===== src/design/bldr_pkg.sv =====
`default_nettype none

package bldr_pkg;

   // Brightness range
   localparam int MAX_LEVEL = 255;
   localparam logic [7:0] TOP_LEVEL = (MAX_LEVEL > 255) ? 8'd255 : 8'(MAX_LEVEL);

   // Field and register widths
   localparam int EVENT_W  = 3;
   localparam int LEVEL_W  = 8;
   localparam int PERIOD_W = 16;
   localparam int COUNT_W  = 16;
   localparam int CSR_IDX_W = 1;

   // Reset values of the period registers
   localparam logic [PERIOD_W-1:0] FAST_PERIOD_RST = 16'd10;
   localparam logic [PERIOD_W-1:0] SLOW_PERIOD_RST = 16'd100;

   // Register indexes on the configuration port
   localparam logic [CSR_IDX_W-1:0] CSR_FAST_PERIOD = 1'd0;
   localparam logic [CSR_IDX_W-1:0] CSR_SLOW_PERIOD = 1'd1;

   // Decoded button events
   typedef enum logic [EVENT_W-1:0] {
      EV_NONE     = 3'd0,
      EV_DOUBLE   = 3'd1,
      EV_SINGLE   = 3'd2,
      EV_LONG     = 3'd3,
      EV_RELEASED = 3'd4
   } event_type;

   // One result item
   typedef struct packed {
      logic [LEVEL_W-1:0] level;
      logic               fast_active;
      logic               slow_active;
      logic               dimming;
   } result_type;

endpackage

`default_nettype wire


===== src/design/bldr_core.sv =====
`default_nettype none

module bldr_core import bldr_pkg::*; (
   input  wire logic                 clock,
   input  wire logic                 reset,
   input  wire logic                 csr_write,
   input  wire logic [CSR_IDX_W-1:0] csr_index,
   input  wire logic [PERIOD_W-1:0]  csr_wdata,
   input  wire logic                 step_en,
   input  wire logic [EVENT_W-1:0]   button_event,
   input  wire logic                 tick,
   output result_type                result
);

   logic [PERIOD_W-1:0] fast_period_ff;
   logic [PERIOD_W-1:0] slow_period_ff;
   logic [LEVEL_W-1:0]  level_ff, level_in;
   logic                fast_ff, fast_in;
   logic                slow_ff, slow_in;
   logic                down_ff, down_in;
   logic [COUNT_W-1:0]  count_ff, count_in;

   // Apply the event, then the fast and slow ramp updates when tick is set
   always_comb begin
      logic [LEVEL_W-1:0] lvl;
      logic               ff;
      logic               sf;
      logic               df;
      logic [COUNT_W-1:0] cnt;
      lvl = level_ff;
      ff  = fast_ff;
      sf  = slow_ff;
      df  = down_ff;
      cnt = count_ff;

      case (button_event)
         EV_DOUBLE: begin
            lvl = TOP_LEVEL;
            ff  = 1'b0;
            sf  = 1'b0;
         end
         EV_SINGLE: begin
            ff = !ff;
            if (lvl == TOP_LEVEL) begin
               df = 1'b1;
            end else if (lvl == '0) begin
               df = 1'b0;
            end
         end
         EV_LONG: begin
            sf = 1'b1;
         end
         EV_RELEASED: begin
            sf = 1'b0;
         end
         default: begin
         end
      endcase

      // Fast ramp: step after its period, stop at either end
      if (tick && ff) begin
         if ((df && lvl == '0) || (!df && lvl == TOP_LEVEL)) begin
            ff = 1'b0;
         end else if (cnt > fast_period_ff) begin
            lvl = df ? lvl - 1'b1 : lvl + 1'b1;
            cnt = '0;
         end else begin
            cnt = cnt + 1'b1;
         end
      end

      // Slow ramp: step after its period, reverse at either end
      if (tick && sf) begin
         if (df && lvl == '0) begin
            df = 1'b0;
         end else if (!df && lvl == TOP_LEVEL) begin
            df = 1'b1;
         end else if (cnt > slow_period_ff) begin
            lvl = df ? lvl - 1'b1 : lvl + 1'b1;
            cnt = '0;
         end else begin
            cnt = cnt + 1'b1;
         end
      end

      level_in = lvl;
      fast_in  = ff;
      slow_in  = sf;
      down_in  = df;
      count_in = cnt;
   end

   // Hold configuration and ramp state; advance state on each transfer
   always_ff @(posedge clock) begin
      if (reset) begin
         fast_period_ff <= FAST_PERIOD_RST;
         slow_period_ff <= SLOW_PERIOD_RST;
         level_ff       <= '0;
         fast_ff        <= 1'b0;
         slow_ff        <= 1'b0;
         down_ff        <= 1'b0;
         count_ff       <= '0;
      end else begin
         if (csr_write && csr_index == CSR_FAST_PERIOD) begin
            fast_period_ff <= csr_wdata;
         end
         if (csr_write && csr_index == CSR_SLOW_PERIOD) begin
            slow_period_ff <= csr_wdata;
         end
         if (step_en) begin
            level_ff <= level_in;
            fast_ff  <= fast_in;
            slow_ff  <= slow_in;
            down_ff  <= down_in;
            count_ff <= count_in;
         end
      end
   end

   assign result.level       = level_in;
   assign result.fast_active = fast_in;
   assign result.slow_active = slow_in;
   assign result.dimming     = down_in;

endmodule

`default_nettype wire


===== src/design/bldr_outbuf.sv =====
`default_nettype none

module bldr_outbuf import bldr_pkg::*; (
   input  wire logic       clock,
   input  wire logic       reset,
   input  wire logic       push,
   input  wire result_type push_data,
   output logic            full,
   output logic            out_valid,
   input  wire logic       out_stall,
   output result_type      out_data
);

   logic       out_valid_ff;
   result_type out_data_ff;
   logic       skid_valid_ff;
   result_type skid_data_ff;
   logic       out_take;

   assign out_take = out_valid_ff && !out_stall;

   // Output register with one skid entry behind it
   always_ff @(posedge clock) begin
      if (reset) begin
         out_valid_ff  <= 1'b0;
         skid_valid_ff <= 1'b0;
      end else if (skid_valid_ff) begin
         if (out_take) begin
            out_valid_ff  <= 1'b1;
            skid_valid_ff <= 1'b0;
         end
      end else if (!out_valid_ff || out_take) begin
         out_valid_ff <= push;
      end else if (push) begin
         skid_valid_ff <= 1'b1;
      end
   end

   // Move payload: skid drains first, new transfers fill behind
   always_ff @(posedge clock) begin
      if (skid_valid_ff) begin
         if (out_take) begin
            out_data_ff <= skid_data_ff;
         end
      end else if (!out_valid_ff || out_take) begin
         if (push) begin
            out_data_ff <= push_data;
         end
      end else if (push) begin
         skid_data_ff <= push_data;
      end
   end

   assign full      = skid_valid_ff;
   assign out_valid = out_valid_ff;
   assign out_data  = out_data_ff;

endmodule

`default_nettype wire


===== src/design/button_led_dimmer_ramp.sv =====
// Button-driven LED dimmer with a fast ramp and a slow ramp.
// Request channel (req_valid / req_stall) carries one decoded button event
// and a tick flag; each transfer yields exactly one response on the rsp_
// channel (rsp_valid / rsp_stall) with the level and ramp flags after the step.
// A step result is registered in the output register, or in the skid entry
// while a response waits. Throughput: one request per cycle while req_stall is
// low; each step (event, fast ramp, slow ramp) is one pass of logic.
// The output register has one skid entry behind it, so a request is taken
// while a response waits; req_stall rises only when both are occupied.
// When the receiver stalls, the held response stays unchanged on rsp_ ports.
// csr_write with csr_index 0 sets the fast period, 1 the slow period; write
// only while idle. Synchronous reset clears level, flags, counter and both
// buffer entries, and restores periods to 10 and 100.
`default_nettype none

module button_led_dimmer_ramp import bldr_pkg::*; (
   input  wire logic                 clock,
   input  wire logic                 reset,
   input  wire logic                 csr_write,
   input  wire logic [CSR_IDX_W-1:0] csr_index,
   input  wire logic [PERIOD_W-1:0]  csr_wdata,
   input  wire logic                 req_valid,
   output logic                      req_stall,
   input  wire logic [EVENT_W-1:0]   req_button_event,
   input  wire logic                 req_tick,
   output logic                      rsp_valid,
   input  wire logic                 rsp_stall,
   output logic [LEVEL_W-1:0]        rsp_level,
   output logic                      rsp_fast_active,
   output logic                      rsp_slow_active,
   output logic                      rsp_dimming
);

   logic       buf_full;
   logic       req_xfer;
   result_type step_result;
   result_type rsp_data;

   assign req_stall = buf_full;
   assign req_xfer  = req_valid && !buf_full;

   bldr_core u_core (
      .clock        (clock),
      .reset        (reset),
      .csr_write    (csr_write),
      .csr_index    (csr_index),
      .csr_wdata    (csr_wdata),
      .step_en      (req_xfer),
      .button_event (req_button_event),
      .tick         (req_tick),
      .result       (step_result)
   );

   bldr_outbuf u_outbuf (
      .clock     (clock),
      .reset     (reset),
      .push      (req_xfer),
      .push_data (step_result),
      .full      (buf_full),
      .out_valid (rsp_valid),
      .out_stall (rsp_stall),
      .out_data  (rsp_data)
   );

   assign rsp_level       = rsp_data.level;
   assign rsp_fast_active = rsp_data.fast_active;
   assign rsp_slow_active = rsp_data.slow_active;
   assign rsp_dimming     = rsp_data.dimming;

endmodule

`default_nettype wire


===== config.mk =====
export PLATFORM = sky130hd
export DESIGN_NAME = button_led_dimmer_ramp
export DESIGN_NICKNAME = d
export VERILOG_FILES = /design/src/design/bldr_pkg.sv /design/src/design/bldr_core.sv /design/src/design/bldr_outbuf.sv /design/src/design/button_led_dimmer_ramp.sv
export SDC_FILE = /design/constraint.sdc
export NUM_CORES = 1
export LEC_CHECK = 0
export BUFFER_PORTS_ARGS = -buffer_cell sky130_fd_sc_hd__buf_2
export CAP_MARGIN = 25
export CELL_PAD_IN_SITES_DETAIL_PLACEMENT = 1
export CELL_PAD_IN_SITES_GLOBAL_PLACEMENT = 1
export CORE_MARGIN = 1.5
export CORE_UTILIZATION = 42
export DETAILED_ROUTE_END_ITERATION = 12
export PLACE_DENSITY_LB_ADDON = 0.1
export SYNTH_ARGS = -nofsm -noshare
export SYNTH_HDL_FRONTEND = slang
export SYNTH_SLANG_ARGS = --single-unit

===== constraint.sdc =====
create_clock -name clock -period 6.17 [get_ports clock]
set_input_delay 1.851 -clock clock [delete_from_list [all_inputs] [get_ports clock]]
set_output_delay 1.851 -clock clock [all_outputs]
set_load 0.02 [all_outputs]

Word level (Yosys, flattened, before mapping)
Cells that the tools add are included.
{ "word_totals": {"ff_bits": 83, "elab_cells": 100, "out_inout_bits": 13} }
{ "classes": {"n_bitwise": 3, "n_addsub": 6, "mux": 38, "reduce_logical": 26, "order_cmp": 2, "eq_ne": 8} }
{ "op_table": {"columns": ["operator", "count"], "rows": [
  ["$mux W16", 7],
  ["$mux W8", 10],
  ["$mux W11", 4],
  ["$add A16 B1 Y16 const B", 2],
  ["$gt A16 B16 Y1", 2],
  ["$eq A8 B8 Y1 const B", 3],
  ["$logic_not A8 Y1", 3],
  ["$add A8 B1 Y8 const B", 2],
  ["$sub A8 B1 Y8 const B", 2],
  ["$mux W1", 15],
  ["$logic_and A1 B1 Y1", 10],
  ["$eq A3 B2 Y1 const B", 2],
  ["$reduce_and A3 Y1", 2],
  ["$logic_not A1 Y1", 5],
  ["$pmux W1 S2", 2],
  ["$reduce_bool A2 Y1", 2],
  ["$eq A3 B1 Y1 const B", 1],
  ["$eq A3 B3 Y1 const B", 1],
  ["$not A1 Y1", 3],
  ["$logic_or A1 B1 Y1", 2],
  ["$ne A2 B2 Y1 const B", 1],
  ["$reduce_and A2 Y1", 1],
  ["$reduce_or A2 Y1", 1]
]} }

Longest topological paths before layout
Gate-level depths: netlist of the first run.
{ "logic_depth": {"word_depth": 18, "ltp_mapped": 22, "ltp_nobuf": 20} }

Hierarchy
Synthesis of the first run repeated with hierarchy kept, for this count alone.
{ "unflattened": {"cells_unflattened": 722, "hier_area_um2": 6049.6} }
{ "modules_own_cells": {"columns": ["mod", "n_inst", "area_per_inst_um2", "seq_area_each_um2", "cells_per_inst"], "rows": [
  ["bldr_core", 1, 5099.9, 1181.1, 674],
  ["bldr_outbuf", 1, 935.9, 700.7, 47],
  ["button_led_dimmer_ramp", 1, 13.8, 0.0, 1]
]} }

Worst setup path before layout of the first run
OpenSTA, ideal clock, no wires.
{ "synth_path": {"path_kind": "input to register", "startpoint": "in req_button_event[1]", "endpoint": "reg u_outbuf.out_data_ff, in the netlist u_outbuf.out_data[8], data pin", "arrival_time_ns": 6.119, "stages": 21, "setup_time_ns": 0.260, "slack_ns": -0.209, "n_path_buf": 3, "path_cell_list": "buf_6 > nor3b_4 > or4_4 > and3_4 > buf_6 > nand2_2 > buf_2 > nor2_1 > a22oi_1 > inv_1 > ha_1 > a21o_1 > a21o_1 > a211o_1 > a21o_1 > a311oi_1 > nor2_1 > o21a_1 > nand2_1 > mux2_2 > mux2_2"} }
{ "synth_lines": {"columns": ["element", "line", "source"], "rows": [
  ["start, declared", "button_led_dimmer_ramp.sv:24", "input wire logic [EVENT_W-1:0] req_button_event,"],
  ["end signal, assigned", "bldr_outbuf.sv:43", "out_data_ff <= skid_data_ff;"],
  ["end signal, assigned", "bldr_outbuf.sv:47", "out_data_ff <= push_data;"],
  ["end, declared", "bldr_outbuf.sv:15", "result_type out_data_ff;"]
]} }

==> flow_summary_export.csv, run 1 <==
group,metric,value,unit
outcome,status,"completed",
timing,hold_viol,0,
timing,final-max-slew-violation-count,0,
drt,drtIter0Drc,257,
drt,detail-route-antenna-nets,0,
synth,ys_seq_area_share,31.82,%
setup_path,regToRegStartpoint,"u_core.count_ff[13]",
power,vdd_ir_drop_max,0.0001788,V
timing,min_period,5.860,ns
synth,synth_top_area_share,20.65,%
job,cap_violations,0,
timing,finalSetupViolCount,0,
timing,slew_headroom,38.88,%
setup_path,crit_start,"req_button_event[0]",
drt,routed_via_density,5.801,
place,io_buffers,38,
layout,fin_cells,966,
timing,tightest_slew,0.9134,ns
floorplan,die_h,121.7,um
floorplan,core.rowCount,43,
drt,post_drt_wl_per_cell,19.43,um
drt,wirelength,18770,um
setup_path,start_kind,"primary input",
layout,antennaDiodeCount,0,
clock_network,cts.htree.levels,3,
drt,vias,5604,
grt,grt_pass1_wl,30370,um
setup_path,worst_setup_path_end_kind,"register",
grt,grt_pass1_vias,5856,
grt,grt_max_degree,39,
timing,rsz0062_at_grt,"no",
clock_network,cts-buffers-inserted,9,
synth,synth_ff_type,"dfxtp_1",
timing,fmax,0.1706,GHz
synth,yosysWarnings,0,
synth,synth_cell_type_count,75,
setup_path,r2r-end,"u_outbuf.out_data[8]",
floorplan,die_w,121.7,um
min_path,min-delay-path-class,"reg2reg",
drt,drc_errors,0,
synth,ys_top_cells_by_area,"dfxtp_1 (21%), edfxtp_1 (11%), ha_1 (9.7%), nand2_1 (7.5%), a21oi_1 (5.8%)",
synth,yosys-top-cells-count,"nand2_1 (118), a21oi_1 (69), dfxtp_1 (61)",
drt,first_pass_iters,5,
setup_path,rrSetupSlack,0.90,ns
floorplan,start_util,42.77,%
clock_network,ctsHoldBuffers,0,
place,dp_slack,-0.1034,ns
timing,finalCritPeriodShare,94.98,%
clock_network,numClockSinks,83,
grt,antenna_found_initial,0,
setup_path,ff2ff_path_depth,19,
grt,track_usage,26.81,%
synth,synth_edf_count,22,
clock_network,cts-root-buf,"clkbuf_16",
floorplan,coreArea,13830,um^2
clock_network,cts_buffer_depth,2,
synth,syn_inst,728,
setup_path,crit_path_max_fanout,9,
clock_network,clkLatencyLatePin,0.37,ns
synth,synth_nets,802,
setup_path,crit_end,"u_outbuf.out_data[8]",
setup_path,arrival,5.97,ns
synth,netlist_area,5913,um^2
clock_network,cts_tree,"yes",
setup_path,critPathMaxStageDelay,0.39,ns
power,p_leak,2.913,nW
setup_path,crit_chain,"buf_2 -> nor4b_1 -> a211oi_1 -> nor2b_2 -> nand2_2 -> nor4_1 -> buf_4 -> xnor2_1 -> nor2_1 -> ha_1 -> a21o_1 -> a21o_1 -> a21oi_1 -> o21ai_0 -> o21ai_0 -> nor2_2 -> o21a_1 -> nand2_2 -> mux2_2 -> mux2_2",
synth,avgSynthCellArea,8.122,um^2
place,gp_congestion,0.8950,
place,dp_cells,950,
floorplan,dieArea,14800,um^2
grt,overflow,0,
layout,drive_above_1_share,17.56,%
layout,syn2layout_area_growth,14.45,%
setup_path,worstSetupPathType,"in2reg",
floorplan,num_io_pins,39,
synth,synth_area_leader_cell,"dfxtp_1",
synth,synth_seq_cells,83,
setup_path,worst_ep_required_time,6.28,ns
synth,yosysMostFrequentCell,"nand2_1",
layout,fin_nets,855,
timing,layout_setup_ws,0.3095,ns
setup_path,crit_path_top_delay_cell,"mux2_2",
synth,async_reset_ff_share,0,%
power,p_per_area,217.9,nW/um^2
timing,clock_skew,0.01629,ns
clock_network,clk_pin_slew,0.07,ns
place,dp_hpwl,14420,um
-- state kept, by name, indices dropped and copies added (netlist names) --
signal                 cells
u_core.count_ff           16
u_outbuf.full              1
u_outbuf.skid_data_ff     11
u_core.level_ff            8
u_core.fast_ff             1
u_core.slow_ff             1
u_core.slow_period_ff     16
u_outbuf.out_data         11
u_outbuf.out_valid         1
u_core.down_ff             1
u_core.fast_period_ff     16
-- through the flow --
stage / cell area [um^2] / TNS [ns] / power, mW / hold slack [ns] / utilization [%]
finish: 6768 / 0 / 1.475 / 0.4550 / 48.95
global route: 6768 / 0 / 1.542 / 0.4742 / 48.95
CTS: 6759 / 0 / 1.488 / 0.4586 / 48.88
detailed placement: 6462 / -0.5199 / 0.9329 / 0.4491 / 46.74
global placement: 6455 / -0.02501 / 0.9176 / 0.4447 / 46.68
floorplan: 5932 / 0 / 0.8222 / 0.4363 / -
-- worst min-delay path by stage --
stage | from | endpoint | slack [ns] | cells after the start
6_report | u_core.fast_period_ff[6] | u_core.fast_period_ff[6] | 0.45 | 2
5_1_grt | u_core.slow_period_ff[3] | u_core.slow_period_ff[3] | 0.47 | 2
4_1_cts | u_core.slow_period_ff[10] | u_core.slow_period_ff[10] | 0.46 | 2
3_5_place_dp | u_core.slow_period_ff[10] | u_core.slow_period_ff[10] | 0.45 | 2
3_3_place_gp | u_core.fast_period_ff[2] | u_core.fast_period_ff[2] | 0.44 | 2
2_1_floorplan | u_core.fast_period_ff[10] | u_core.fast_period_ff[10] | 0.44 | 2
-- routing by layer --
layer  track usage, %  vias up  share of wire (%)
li1                 -     2733                  -
met1            31.83     2743                 43
met2            49.19       95                 52
met3            2.903       33                2.4
met4            10.74        0                2.6
met5                0        -                  0
-- cell usage in the layout (no fill, tap or decap), types with 3 or more instances in the layout --
cell	Yosys	routed
buf_4	1	38
o2bb2ai_1	4	4
a21oi_1	69	69
o211a_1	5	5
buf_2	5	38
and3_1	3	3
nand4_1	18	18
nor4b_1	3	3
nor2b_1	11	10
o21ai_0	26	26
a41o_1	3	3
dfxtp_1	61	61
nor2_1	43	42
nor4_1	9	9
edfxtp_1	22	22
o21a_1	7	7
mux2_2	15	15
o211ai_1	11	11
a31oi_1	6	6
clkbuf_16	0	9
or3_1	6	6
nand3_1	17	17
or4_1	6	6
or2_2	12	12
inv_1	50	50
xnor2_1	9	9
nand2_1	118	117
a211oi_1	5	5
nor3_1	13	13
xor2_1	12	12
and2_1	6	6
a21o_1	19	19
nor3b_1	3	3
a311oi_1	5	3
o31ai_1	5	5
ha_1	46	46
o22ai_1	3	3
-- final cells by class --
class / instances / area, um^2
multi-input combinational: 561 / 3701
clock inverter: 7 / 71.32
fill: 1682 / 7059
timing repair buffer: 76 / 475.5
clock buffer: 9 / 225.2
inverter: 50 / 187.7
tap: 180 / 225.2
sequential: 83 / 1882
-- kinds of logic (layout without fill, tap and decap cells) --
kind of cell	Yosys count	after routing	synth area share [%]
and+or+nand+nor	283	283	23.59
AOI/OAI and AO/OA	192	192	21.75
buffers and inverters	84	142	6.009
DFF	83	83	31.82
adders and majority gates	48	48	10.41
xor gates and xnor gates	22	22	3.386
muxes	16	16	3.026
-- critical path, delay by kind of cell --
family | cells | cell delay, ns
simple gates | 7 | 1.40
compound gates | 7 | 1.25
mux | 2 | 0.66
buf+inv | 2 | 0.34
fa+ha+maj | 1 | 0.33
xor+xnor | 1 | 0.12
-- power by group --
| group | switching [mW] | internal [mW] | total, mW |
|---|---|---|---|
| sequential | 0.0261 | 0.592 | 0.618 |
| combinational | 0.187 | 0.120 | 0.307 |
| clock | 0.266 | 0.284 | 0.550 |
| total | 0.478 | 0.996 | 1.47 |
-- repair_timing --
action | CTS | global route
setup endpoints to repair | 0 | 10
setup buffers | 0 | 0
gates resized for setup | 0 | 2
(Power assumes the default switching activity.)
==> run 2, diff against run 1 <==
Settings changed: CORE_UTILIZATION 42 to 43, CTS_BUF_LIST from default to sky130_fd_sc_hd__clkbuf_4 sky130_fd_sc_hd__clkbuf_8.
==> run 2 against run 1 <==
Clock-buffer cell count is the same. Critical endpoint unchanged. Clock power shrank 13%. Flip-flop and latch count is the same. Hold slack gained 0.0075 ns. Sequential power is essentially flat.
==> flow_summary_export.csv, run 2 (same netlist as run 1, synthesis figures left out) <==
group,metric,value,unit
timing,layout_setup_ws,0.2741,ns
drt,routed_via_density,5.900,
floorplan,die_h,120.3,um
timing,final-max-slew-violation-count,0,
grt,grt_pass1_wl,30500,um
clock_network,cts_buffer_depth,2,
floorplan,num_io_pins,39,
setup_path,critPathMaxStageDelay,0.52,ns
power,p_int,944.7,uW
power,p_total,1.399,mW
timing,finalCritPeriodShare,95.56,%
grt,grt_pass1_vias,5764,
drt,first_pass_iters,4,
clock_network,clk_pin_slew,0.10,ns
grt,track_usage,27.06,%
setup_path,arrival,6.04,ns
setup_path,regToRegStartpoint,"u_core.count_ff[13]",
layout,fin_nets,854,
floorplan,die_w,120.3,um
power,p_seq_share,44.1,%
timing,slew_headroom,34.11,%
min_path,min-delay-path-class,"reg2reg",
setup_path,r2r-end,"u_outbuf.out_data[8]",
clock_network,cts-buffers-inserted,9,
layout,multi_input_area,3692,um^2
timing,min_period,5.896,ns
job,cap_violations,0,
drt,drc_errors,0,
floorplan,coreArea,13350,um^2
clock_network,numClockSinks,83,
setup_path,path_buf_inv,2,
floorplan,core.rowCount,42,
layout,final_common_cell,"nand2_1",
setup_path,crit_chain,"buf_2 -> nor3b_4 -> or4_4 -> and3_4 -> nand2_2 -> nor2_1 -> buf_4 -> nand2_1 -> o21ai_0 -> ha_1 -> a21o_1 -> a21o_1 -> a211o_1 -> a21o_1 -> a311oi_2 -> nor2_2 -> o21a_1 -> nand2_2 -> mux2_2 -> mux2_2",
clock_network,ctsHoldBuffers,0,
place,dp_slack,-0.04606,ns
power,clockPowerShare,34.1,%
layout,seq_area,1882,um^2
setup_path,crit_path_top_delay_cell,"or4_4",
timing,hold_ws,0.4625,ns
place,gp_congestion,0.8992,
setup_path,worst_setup_path_end_kind,"register",
drt,wirelength,18630,um
setup_path,crit_end,"u_outbuf.out_data[8]",
setup_path,worst_ep_required_time,6.32,ns
layout,drive_above_1_share,17.20,%
layout,final_cell_mix,"nand2_1 (117), a21oi_1 (69), dfxtp_1 (61)",
timing,rsz0062_at_grt,"no",
floorplan,start_util,44.30,%
setup_path,cp_top_family,"simple AND/OR/NAND/NOR gates",
floorplan,dieArea,14460,um^2
grt,overflow,0,
setup_path,worst-path-stages,20,
power,p_sw_share,32.48,%
timing,tightest_slew,0.9846,ns
drt,post_drt_wl_per_cell,19.39,um
setup_path,rrSetupSlack,0.73,ns
power,vdd_ir_drop_max,0.0001566,V
drt,detail-route-antenna-nets,0,
layout,nFillCells,1671,
layout,post-route-util,50.02,%
min_path,hold_depth,2,
clock_network,cts_resized,0,
place,dp_hpwl,14200,um
power,p_per_area,209.5,nW/um^2
power,power_switching,454.4,uW
setup_path,crit_path_max_fanout,8,
clock_network,cts.htree.levels,3,
layout,syn2layout_area_growth,12.91,%
setup_path,worstSetupPathType,"in2reg",
setup_path,ff2ff_path_depth,20,
timing,finalSetupViolCount,0,
grt,antenna_found_initial,0,
timing,hold_viol,0,
timing,fmax,0.1696,GHz
drt,vias,5670,
place,place_area,6450,um^2
setup_path,start_kind,"primary input",
setup_path,crit_start,"req_button_event[1]",
outcome,status,"completed",
power,p_leak,2.883,nW
drt,drtIter0Drc,279,
timing,clock_skew,0.01508,ns
setup_path,cp_common_cell,"a21o_1",
grt,grt_max_degree,40,
layout,reg.largest.list,"u_core.count_ff: 16 flops, u_core.fast_period_ff: 16 flops, u_core.slow_period_ff: 16 flops",
clock_network,cts_setup_buffers,0,
layout,fin_area,6676,um^2
clock_network,cts-root-buf,"clkbuf_8",
layout,antennaDiodeCount,0,
power,power_frac_comb,21.7,%
clock_network,clkLatencyLatePin,0.39,ns
place,io_buffers,38,
clock_network,cts_tree,"yes",
[run 2: cell count changes in the layout (fill, tap and decap cells not counted), moves of 2 or more]
cell,change
clkbuf_16,-9
clkbuf_8,+9
clkinvlp_4,-2
inv_6,+2
bufinv_16,+2
[run 2: final cells by class]
type	count	area share, %
multi-input combinational	561	55.30
sequential	83	28.19
timing repair buffer	75	7.009
tap	176	3.298
inverter	50	2.811
clock buffer	9	1.855
clock inverter	7	1.537
[run 2: layer usage]
layer	wire, um	GRT usage [%]
met2	9311	47.46
met4	729	11.69
met5	0	0
met1	7990	32.78
met3	599	4.292
[run 2: per-stage QoR]
stage | std cells | setup TNS [ns]
2_1_floorplan | 728 | 0
3_3_place_gp | 944 | 0
3_5_place_dp | 945 | -0.1886
4_1_cts | 961 | 0
5_1_grt | 961 | 0
6_report | 961 | 0
[run 2: worst min path at each step]
stage / startpoint / endpoint / slack [ns]
2_1_floorplan: u_core.fast_period_ff[10] / u_core.fast_period_ff[10] / 0.44
3_3_place_gp: u_core.fast_period_ff[5] / u_core.fast_period_ff[5] / 0.45
3_5_place_dp: u_core.slow_period_ff[12] / u_core.slow_period_ff[12] / 0.45
4_1_cts: u_core.fast_period_ff[10] / u_core.fast_period_ff[10] / 0.46
5_1_grt: u_core.slow_period_ff[14] / u_core.slow_period_ff[14] / 0.49
6_report: u_core.fast_period_ff[8] / u_core.fast_period_ff[8] / 0.46
[run 2: tightest hold or removal path, stage by stage, from the launching register on]
cell     delay (ns)
dfxtp_1        0.32
nand2_1        0.05
a21oi_1        0.05
[run 2: power groups by stage]
stage / registers (mW) / logic, mW / clock network, mW
after floorplan: 0.630 / 0.192 / 0
after global placement: 0.628 / 0.287 / 0
after detailed placement: 0.630 / 0.301 / 0
after CTS: 0.617 / 0.304 / 0.486
after global routing: 0.621 / 0.334 / 0.507
final: 0.617 / 0.304 / 0.478
